`src/rtl/mtt_sqrt.sv`:
```
`timescale 1ns / 1ps

module mtt_sqrt #(
	parameter int IN_W = 44,
	parameter int R_W  = 22,
	parameter int SB_W = 1
) (
	input  logic            clk,
	input  logic            arst_n,
	input  logic            en,
	input  logic            in_vld,
	input  logic [IN_W-1:0] radicand,
	input  logic [SB_W-1:0] sb_in,
	output logic            out_vld,
	output logic [R_W-1:0]  root,
	output logic [SB_W-1:0] sb_out
);

	localparam int W = IN_W + 2;

	logic [W-1:0]    rem_s  [0:R_W];
	logic [R_W-1:0]  root_s [0:R_W];
	logic [SB_W-1:0] sb_s   [0:R_W];
	logic            v_s    [0:R_W];

	logic            out_vld_q;
	logic [R_W-1:0]  root_q;
	logic [SB_W-1:0] sb_q;

	assign rem_s[0]  = W'(radicand);
	assign root_s[0] = '0;
	assign sb_s[0]   = sb_in;
	assign v_s[0]    = in_vld;

	// one root bit per stage, highest first
	for (genvar j = 0; j < R_W; j++) begin : g_bit
		localparam int K = R_W - 1 - j;
		logic [W-1:0] trial;
		logic         take;

		assign trial = (W'(root_s[j]) << (K + 1)) + (W'(1) << (2 * K));
		assign take  = rem_s[j] >= trial;

		always_ff @(posedge clk or negedge arst_n) begin
			if (!arst_n) begin
				v_s[j+1] <= 1'b0;
			end else if (en) begin
				v_s[j+1] <= v_s[j];
			end
		end

		always_ff @(posedge clk) begin
			if (en) begin
				rem_s[j+1]  <= take ? rem_s[j] - trial : rem_s[j];
				root_s[j+1] <= take ? (root_s[j] | (R_W'(1) << K)) : root_s[j];
				sb_s[j+1]   <= sb_s[j];
			end
		end
	end

	// round to nearest: remainder above the floor root means upper half
	always_ff @(posedge clk or negedge arst_n) begin
		if (!arst_n) begin
			out_vld_q <= 1'b0;
		end else if (en) begin
			out_vld_q <= v_s[R_W];
		end
	end

	always_ff @(posedge clk) begin
		if (en) begin
			root_q <= (rem_s[R_W] > W'(root_s[R_W])) ? root_s[R_W] + R_W'(1) : root_s[R_W];
			sb_q   <= sb_s[R_W];
		end
	end

	assign out_vld = out_vld_q;
	assign root    = root_q;
	assign sb_out  = sb_q;

endmodule

```
`config.mk`:
```
export PLATFORM = sky130hd
export DESIGN_NAME = mtt_sqrt
export DESIGN_NICKNAME = d
export VERILOG_FILES = /design/src/rtl/mtt_sqrt.sv
export SDC_FILE = /design/constraint.sdc
export NUM_CORES = 2
export LEC_CHECK = 0
export BUFFER_PORTS_ARGS = -buffer_cell sky130_fd_sc_hd__buf_2
export CAP_MARGIN = 20
export CORE_MARGIN = 5
export CORE_UTILIZATION = 45
export DETAILED_ROUTE_END_ITERATION = 6
export HOLD_SLACK_MARGIN = 0.02
export SLEW_MARGIN = 20
export SYNTH_ARGS = -nofsm -noshare
export SYNTH_HDL_FRONTEND = slang
export SYNTH_SLANG_ARGS = --single-unit
```
`constraint.sdc`:
```
create_clock -name clk -period 7.3 [get_ports clk]
set_input_delay 1.095 -clock clk [delete_from_list [all_inputs] [get_ports clk]]
set_output_delay 1.095 -clock clk [all_outputs]
set_load 0.005 [all_outputs]
```
==> flow_summary.ini <==
[run_status]
status = finished clean

[yosys]
syn-num-nets = 5449
synth_seq_cells = 1332
synth_area_mm2 = 0.0641
synth-main-ff-cell = edfxtp_1
syn_inst = 5104
synthTopCellsByArea = edfxtp_1, ha_1, xnor2_1, xor2_1, nand2_1
syn_area_per_cell_um2 = 12.6
yosysTopAreaCellShare_pct = 61.3
synth_top_cell_by_area = edfxtp_1
yosys_warnings = 0
yosys.cell_types.count = 91
synth-seq-area-share_pct = 62.2
postSynth.asyncResetShare_pct = 1.73
synth_edf_count = 1309

[route]
ant_nets = 0
wl_per_cell_um = 19.4
vias = 40100
wl_met3_mm = 5.09
routed_wl_mm = 141
drc_errors = 0
met1_length_mm = 60.8
top_layer_used = met4
drt_iter0_markers = 2671
first_pass_iters = 5
viasPerCell = 5.51
wl_met2_mm = 72.0

[finish]
num_antenna_cells = 0
drive_gt1_share_pct = 8.12
syn_to_final_growth_pct = 12.3
final_area_mm2 = 0.0720
final_util_pct = 50.9
num-nets-final = 5606

[grt]
grt-ovfl-total = 0
grt_pass1_wl_mm = 221
grtUsageTotal_pct = 18.4
antenna_found_initial = 1
grt_max_degree = 190
grt_pass1_vias = 39500

[placed_design]
dp_slack_ns = 3.05
gp_congestion = 0.869
io_buffers = 72
dpl_cell_area_mm2 = 0.0668
place_hpwl_mm = 104

[cts]
cts-htree-levels = 4
clock_path_buffers = 3
cts_tree = yes
root_buffer = clkbuf_16
cts_resized = 0
cts_buffers = 148
ctsHoldBuffers = 0
clkTransAtPathRegs_ns = 0.06
clk_latency_ns = 0.78
cts_sinks = 1332
postCtsSetupBuffers = 0

[sta]
min_period_over_period_pct = 57.1
rsz0062_at_grt = no
maxSlewHeadroom_pct = 22.3
final_max_slew_viol_count = 0
worst_pin_slew_ns = 1.15
clock_skew_ns = 0.0336
fin_setup_tns_ns = 0
hold_violations = 0
fmax_mhz = 240
period_minus_slack_ns = 4.17
setup_viol = 0
whs_ns = 0.318
setup_ws_ns = 3.13

[run]
drv_cap = 0

[worst_setup_path]
crit_path_cell_trace = or4_1 > nor4b_1 > nand4_1 > and3b_1 > and3_1 > and3_2 > buf_4 > o21ai_0
critPathKind = reg2reg
reg2reg_depth = 8
worstSetupEndpointType = register
ff2ff_setup_slack_ns = 3.13
cp_max_fo = 46
crit_slowest_cell = nor4b_1
arrival_ns = 4.69
required_ns = 7.82
max_stage_delay_ns = 0.75
crit_path_start_kind = register

[floorplanning]
rows = 138
initial_core_util_pct = 45.3
die_w_um = 388
die_h_um = 388
core_area_mm2 = 0.142
ios = 73
dieArea_mm2 = 0.150

[pwr]
p_leak_nw = 26.9
p_int_mw = 15.6
p_switching_mw = 5.81
power_density_mw_per_mm2 = 298
irDropWorstVdd_mv = 0.220
power.share.clock_pct = 36.0
p_seq_share_pct = 48.0
switching_share_pct = 27.1
comb_power_share_pct = 16.0

[worst_hold_path]
min_path_type = in2async
flip-flops by register name (all words and copies together), names as in the netlist:
name,flops
sb_out,1
rem_s,1011
sb_s,22
v_s,22
root,22
out_vld,1
root_s,253
synthesized netlist by cell type (23+ instances only):
cell type	instances
edfxtp_1	1309
nand2_1	401
inv_1	373
ha_1	296
xnor2_1	288
o21ai_0	269
nor2_1	262
a21oi_1	242
xor2_1	198
nor4_1	167
nor3_1	152
a21o_1	105
nand3_1	97
nand4_1	84
clkbuf_1	74
nand2b_1	59
nor2b_1	52
or3_1	52
o21a_1	51
mux2_2	49
o31ai_1	38
or4_1	29
nand3b_1	27
o211ai_1	24
a211oi_1	23
dfrtp_1	23
o21bai_1	23
or2_2	23
cells in the final DEF, fill, tap and decap left out, drive strengths merged, types with 59 or more instances in the layout:
cell type	count
o21ai	269
nand2b	59
nor3	154
xor2	198
a21o	105
nand2	401
inv	380
nor4	169
buf	101
clkinv	68
clkbuf	170
edfxtp	1309
nand3	97
nor2	263
a21oi	243
xnor2	288
nand4	84
ha	296
power groups by stage:
| stage | registers, mW | logic (mW) | clock network (mW) |
|---|---|---|---|
| 2_1_floorplan | 10.1 | 2.55 | 0 |
| 5_1_grt | 10.4 | 3.84 | 8.26 |
| 3_3_place_gp | 10.4 | 3.39 | 0 |
| 4_1_cts | 10.3 | 3.44 | 7.93 |
| 6_report | 10.3 | 3.43 | 7.72 |
| 3_5_place_dp | 10.5 | 3.42 | 0 |
cell type report:
| class | instances | area, um2 |
|---|---|---|
| multi-input cells | 3304 | 22500 |
| flip-flops and latches | 1332 | 39900 |
| inverters | 374 | 1400 |
| well taps | 1890 | 2360 |
| clock inverters | 102 | 1330 |
| clock buffers | 170 | 3810 |
| fillers | 12200 | 69600 |
| repair buffers | 101 | 694 |
through the flow:
stage          power [mW]  cells
5_1_grt              22.5   7273
6_report             21.5   7273
3_3_place_gp         13.8   6999
3_5_place_dp         13.9   6999
2_1_floorplan        12.7   5104
4_1_cts              21.7   7271
cells by family (layout without fill, tap and decap cells):
logic type	after synthesis	count (layout)	share of synthesized area (%)
flops	1332	1332	62.2
buf+inv	468	747	2.81
compound gates	916	916	8.98
mux	56	56	0.970
fa+ha+maj	296	296	5.77
simple gates	1549	1549	12.6
xor+xnor	486	486	6.64
other cells	1	1	0.00585
final timing paths:
check                           startpoint        to
min in group clk                   sb_s[2]   sb_s[1]
worst min register to register     sb_s[2]   sb_s[1]
worst max register to register   rem_s[76]  rem_s[8]
worst min-delay path                arst_n    v_s[2]
max in group asynchronous           arst_n    v_s[6]
worst max-delay path             rem_s[76]  rem_s[8]
layer usage:
metal	global-route usage, %	up-vias
li1	-	19400
met1	23.2	19600
met2	33.1	811
met3	2.78	235
met4	5.16	0
met5	0	-
critical path: cells and delay by family (launching register included):
family          cells  cell delay, ns
simple gates        6            2.65
buf+inv             1            0.31
flops               1            0.44
compound gates      1            0.47
(Power assumes the default switching activity.)
