## src/rtl/mtt_div.sv

```systemverilog
`timescale 1ns / 1ps

module mtt_div #(
	parameter int N_W   = 39,
	parameter int DEN_W = 23,
	parameter int Q_W   = 17,
	parameter int SB_W  = 1
) (
	input  logic             clk,
	input  logic             arst_n,
	input  logic             en,
	input  logic             in_vld,
	input  logic [N_W-1:0]   num_a,
	input  logic [N_W-1:0]   num_b,
	input  logic [DEN_W-1:0] den,
	input  logic [SB_W-1:0]  sb_in,
	output logic             out_vld,
	output logic [Q_W-1:0]   quo_a,
	output logic [Q_W-1:0]   quo_b,
	output logic [SB_W-1:0]  sb_out
);

	localparam int W = ((N_W > DEN_W + Q_W) ? N_W : DEN_W + Q_W) + 1;

	logic [W-1:0]     ra_s  [0:Q_W];
	logic [W-1:0]     rb_s  [0:Q_W];
	logic [Q_W-1:0]   qa_s  [0:Q_W];
	logic [Q_W-1:0]   qb_s  [0:Q_W];
	logic [DEN_W-1:0] den_s [0:Q_W];
	logic [SB_W-1:0]  sb_s  [0:Q_W];
	logic             v_s   [0:Q_W];

	assign ra_s[0]  = W'(num_a);
	assign rb_s[0]  = W'(num_b);
	assign qa_s[0]  = '0;
	assign qb_s[0]  = '0;
	assign den_s[0] = den;
	assign sb_s[0]  = sb_in;
	assign v_s[0]   = in_vld;

	// restoring division, one quotient bit per stage for both components
	for (genvar j = 0; j < Q_W; j++) begin : g_bit
		localparam int I = Q_W - 1 - j;
		logic [W-1:0] dsh;
		logic         ta, tb;

		assign dsh = W'(den_s[j]) << I;
		assign ta  = ra_s[j] >= dsh;
		assign tb  = rb_s[j] >= dsh;

		always_ff @(posedge clk or negedge arst_n) begin
			if (!arst_n) begin
				v_s[j+1] <= 1'b0;
			end else if (en) begin
				v_s[j+1] <= v_s[j];
			end
		end

		always_ff @(posedge clk) begin
			if (en) begin
				ra_s[j+1]  <= ta ? ra_s[j] - dsh : ra_s[j];
				rb_s[j+1]  <= tb ? rb_s[j] - dsh : rb_s[j];
				qa_s[j+1]  <= qa_s[j] | (Q_W'(ta) << I);
				qb_s[j+1]  <= qb_s[j] | (Q_W'(tb) << I);
				den_s[j+1] <= den_s[j];
				sb_s[j+1]  <= sb_s[j];
			end
		end
	end

	assign out_vld = v_s[Q_W];
	assign quo_a   = qa_s[Q_W];
	assign quo_b   = qb_s[Q_W];
	assign sb_out  = sb_s[Q_W];

endmodule

```

## config.mk

```make
export PLATFORM = sky130hd
export DESIGN_NAME = mtt_div
export DESIGN_NICKNAME = d
export VERILOG_FILES = /design/src/rtl/mtt_div.sv
export SDC_FILE = /design/constraint.sdc
export NUM_CORES = 2
export LEC_CHECK = 0
export BUFFER_PORTS_ARGS = -buffer_cell sky130_fd_sc_hd__buf_2
export CAP_MARGIN = 20
export CORE_ASPECT_RATIO = 0.8
export CORE_MARGIN = 8
export CORE_UTILIZATION = 60
export CTS_BUF_LIST = sky130_fd_sc_hd__clkbuf_8
export CTS_CLUSTER_SIZE = 30
export DETAILED_ROUTE_END_ITERATION = 10
export GPL_TIMING_DRIVEN = 0
export PLACE_DENSITY = 0.76
export SETUP_SLACK_MARGIN = 0.2
export SYNTH_ARGS = -nofsm -noshare
export SYNTH_HDL_FRONTEND = slang
export SYNTH_SLANG_ARGS = --single-unit
```

## constraint.sdc

```tcl
create_clock -name clk -period 4.14 [get_ports clk]
set_input_delay 0.414 -clock clk [delete_from_list [all_inputs] [get_ports clk]]
set_output_delay 0.414 -clock clk [all_outputs]
set_load 0.02 [all_outputs]
```

==> flow_summary_export.csv <==
group,metric,value,unit
power,pwr_density_cell,681,mW/mm²
global_routing,grt_pass1_vias,80600,
synth,synth_enable_flop_cells,2001,
synth,netlist_area_pre_place,0.114,mm²
sta,setup_viol,0,
power,power.combinational.fraction,41.5,%
cts,clk_transition_reported_paths,0.07,ns
detailed_routing,drt_first_pass_iters,6,
synth,synth_cell_type_count,98,
die,die_span_in_y,406,µm
finish,layout.cells.most_common,"edfxtp_1",
die,floorplan.die.width,503,µm
detailed_routing,drt-wirelength-per-cell,26.2,µm
sta,finalClockSkew,0.123,ns
power,power.internal,53.0,mW
critical_path,cp_cell_sequence,"dlygate4sd3_1 > buf_2 > inv_1 > ha_1 > a21o_1 > a21oi_1 > nand2_1 > o221ai_1 > o21ai_1 > a31oi_1 > a211oi_1 > o22ai_1 > clkbuf_1 > o21ai_0",
sta,hold_ws,0.111,ns
sta,maxSlewViolCount,0,
synth,synth.area.mux_share,1.82,%
place,dp.final_hpwl,276,mm
cts,cts_max_path_buffers,4,
sta,grt_setup_unrepaired,"yes",
critical_path,crit_fanout,10,
cts,cts_root_buffer,"clkbuf_8",
power,power.share.clock,19.4,%
sta,layout_worst_path_cycle_share,96.6,%
synth,area_share_of_and_or_nand_nor_cells_after_synthesis,12.1,%
global_routing,grtUsageMet3,11.7,%
synth,synth_top_cells_by_area,"edfxtp_1, ha_1, xnor2_1",
place,io_buffer_count,141,
sta,relSlewSlack,26.4,%
synth,synthesis.instances,10100,
global_routing,grt_antenna_before_repair,29,
hold_path,hp-class,"input port to register",
critical_path,cp_slowest_cell,"clkbuf_1",
global_routing,gr-total-overflow,0,
synth,synth_compound_gate_area_share,13.9,%
cts,cts_tree,"built",
synth,synth_sequential_area_ratio,53.1,%
flow_run,maxCapViolations,0,
detailed_routing,remaining_drc_errors,0,
synth,async_sr_flop_fraction,0.842,%
critical_path,worst_setup_path_start_kind,"input port",
sta,fmax,0.250,GHz
power,p_total,86.6,mW
die,fp.dieArea,0.204,mm²
finish,commonest_cells_after_routing_fill_and_taps_aside,"edfxtp_1, a21oi_1, ha_1, nand2_1, nor2_1",
synth,synthFlopType,"edfxtp_1",
synth,synth_largest_type_area_fraction,52.8,%
global_routing,grt_use_total,33.7,%
synth,synth_xor_area_share,6.82,%
die,io_pins,142,
place,globalplace.congestion,1.02,
detailed_routing,via_total_after_detailed_routing,86200,
critical_path,worst-endpoint-arrival,4.75,ns
global_routing,met2_usage,47.3,%
synth,average_cell_area_after_synthesis,11.2,µm²
finish,nFillCells,14200,
sta,min_period,4.00,ns
detailed_routing,detailedRoute.firstIterationViolations,10500,
cts,clock_sinks,2018,
synth,synth-seq-cells,2018,
outcome,status,"complete, no violations",
critical_path,critical-path-max-stage-delay,0.69,ns
finish,layout.nets,11700,
die,coreArea,0.189,mm²
critical_path,cell_family_with_most_cp_delay,"compound AO/OA/AOI/OAI gates",
finish,area_added_between_synthesis_and_finish,11.7,%
cts,cts_buffers,328,
finish,post_route_cells_drive_above_1_share,10.9,%
sta,tightestPinTransition,1.10,ns
die,rows,143,
cts,worstSkewPairLatency,1.09,ns
synth,synth_top_family_by_area,"compound AO/OA/AOI/OAI gates",
detailed_routing,antenna_left,0,
critical_path,required_worst_endpoint,4.89,ns
synth,yosys.area_share.adder,9.16,%
die,initial_core_util,60.1,%
global_routing,grt-busiest-layer,"met1",
critical_path,critical_path.n_buffers_inverters,4,
detailed_routing,via_per_inst,6.34,
global_routing,grt_max_degree,210,
synth,synth_largest_area_cell,"edfxtp_1",
sta,timing_hold_violations_final,0,
critical_path,critical_path.endpoint_type,"register",
synth,total_of_warnings_raised_by_yosys,0,
global_routing,met1_usage,49.0,%
power,netSwitchingPower,33.6,mW
power,power.share.sequential,39.2,%
power,vdd_ir_drop_max,0.473,mV
power,switching_share_of_power,38.8,%
synth,synth_nets,11100,
cts,h_tree_levels,5,
power,leakagePower,49.5,nW
global_routing,grt_first_pass_wirelength,516,mm
critical_path,setup.worst_path.class,"input port to register",
detailed_routing,wirelength,356,mm
layout make-up:
cell class	count	area, µm²	area share, %
plain buffers	249	1350	1.06
inverters	647	2470	1.94
flip-flops and latches	2018	60500	47.6
diodes	12	30.0	0.0236
well taps	2537	3170	2.50
repair buffers	336	2780	2.19
clock buffers	334	4600	3.62
multi-input cells	7229	50800	39.9
clock inverters	228	1470	1.15
repair_timing:
action                                  in CTS  in global routing
buffers inserted                            22                 47
pin swaps                                   11                 33
hold buffers                               105                  4
endpoints found under the setup margin     605                632
resized for setup                          166                203
cloned                                       0                  2
hold endpoints to repair                   228                  4
cell families after synthesis:
kind of cell	count (synthesis)
compound gates	2542
xor+xnor	886
fa+ha+maj	814
buf+inv	897
flops	2018
mux	185
simple gates	2801
per-stage QoR:
stage	instances	TNS (ns)	setup slack [ns]	instance area, µm²	util (%)
CTS	13500	0	0.201	126000	66.5
global placement	12800	-	-27.37	118000	62.2
global route	13600	0	0.138	127000	67.2
detailed placement	12800	-155.06	-1.51	118000	62.4
finish	13600	0	0.140	127000	67.2
floorplan	10100	0	0.646	114000	-
synth_stat cells, types with 23 or more instances:
master,count
edfxtp_1,2001
a21oi_1,830
ha_1,782
nand2_1,738
nor2_1,732
inv_1,643
o21ai_0,610
xnor2_1,497
xor2_1,388
a21o_1,315
nor3_1,208
nand3_1,190
mux2_2,166
clkbuf_1,156
nor4_1,146
nand2b_1,135
nand4_1,119
nor2b_1,111
o21a_1,109
o21bai_1,101
a31oi_1,87
or3_1,86
o31ai_1,70
a211oi_1,65
and3_1,57
or4_1,46
o211ai_1,44
and2_1,41
or2_2,41
buf_4,37
buf_2,32
fa_1,32
nand3b_1,30
o31a_1,30
nand4b_1,24
buf_1,23
nor4b_1,23
flip-flops by register name, indices dropped and copies added, names as in the netlist:
register,flops
den_s,368
out_vld,1
qa_s,136
qb_s,136
quo_a,17
quo_b,17
ra_s,655
rb_s,655
sb_out,1
sb_s,16
v_s,16
layer usage:
metal	routed length [µm]	vias up
met5	193	-
met4	13500	8
met3	45500	679
met2	145000	4680
met1	153000	41700
li1	-	39100
power groups by stage:
| stage | Clock, mW | Sequential [mW] | Combinational, mW |
|---|---|---|---|
| after floorplan | 0 | 31.7 | 25.3 |
| after global placement | 0 | 35.0 | 33.0 |
| after detailed placement | 0 | 33.9 | 33.6 |
| after CTS | 17.0 | 33.6 | 34.4 |
| after global routing | 17.8 | 34.1 | 39.1 |
| final | 16.8 | 33.9 | 35.9 |
final timing paths:
path                                      start                  end  slack [ns]  cells after the start
setup reg to reg           den_s[329]$_DFFE_PP_  ra_s[573]$_DFFE_PP_        0.20                     12
setup / recovery                         den[7]  ra_s[673]$_DFFE_PP_        0.14                     14
hold / removal                         num_a[2]  ra_s[658]$_DFFE_PP_        0.11                      2
min in group asynchronous                arst_n   v_s[9]$_DFFE_PN0P_        0.51                      3
max in group asynchronous                arst_n   v_s[3]$_DFFE_PN0P_        3.10                      3
hold reg to reg             qb_s[129]$_DFFE_PP_  qb_s[112]$_DFFE_PP_        0.35                      0
(Power assumes the default switching activity.)
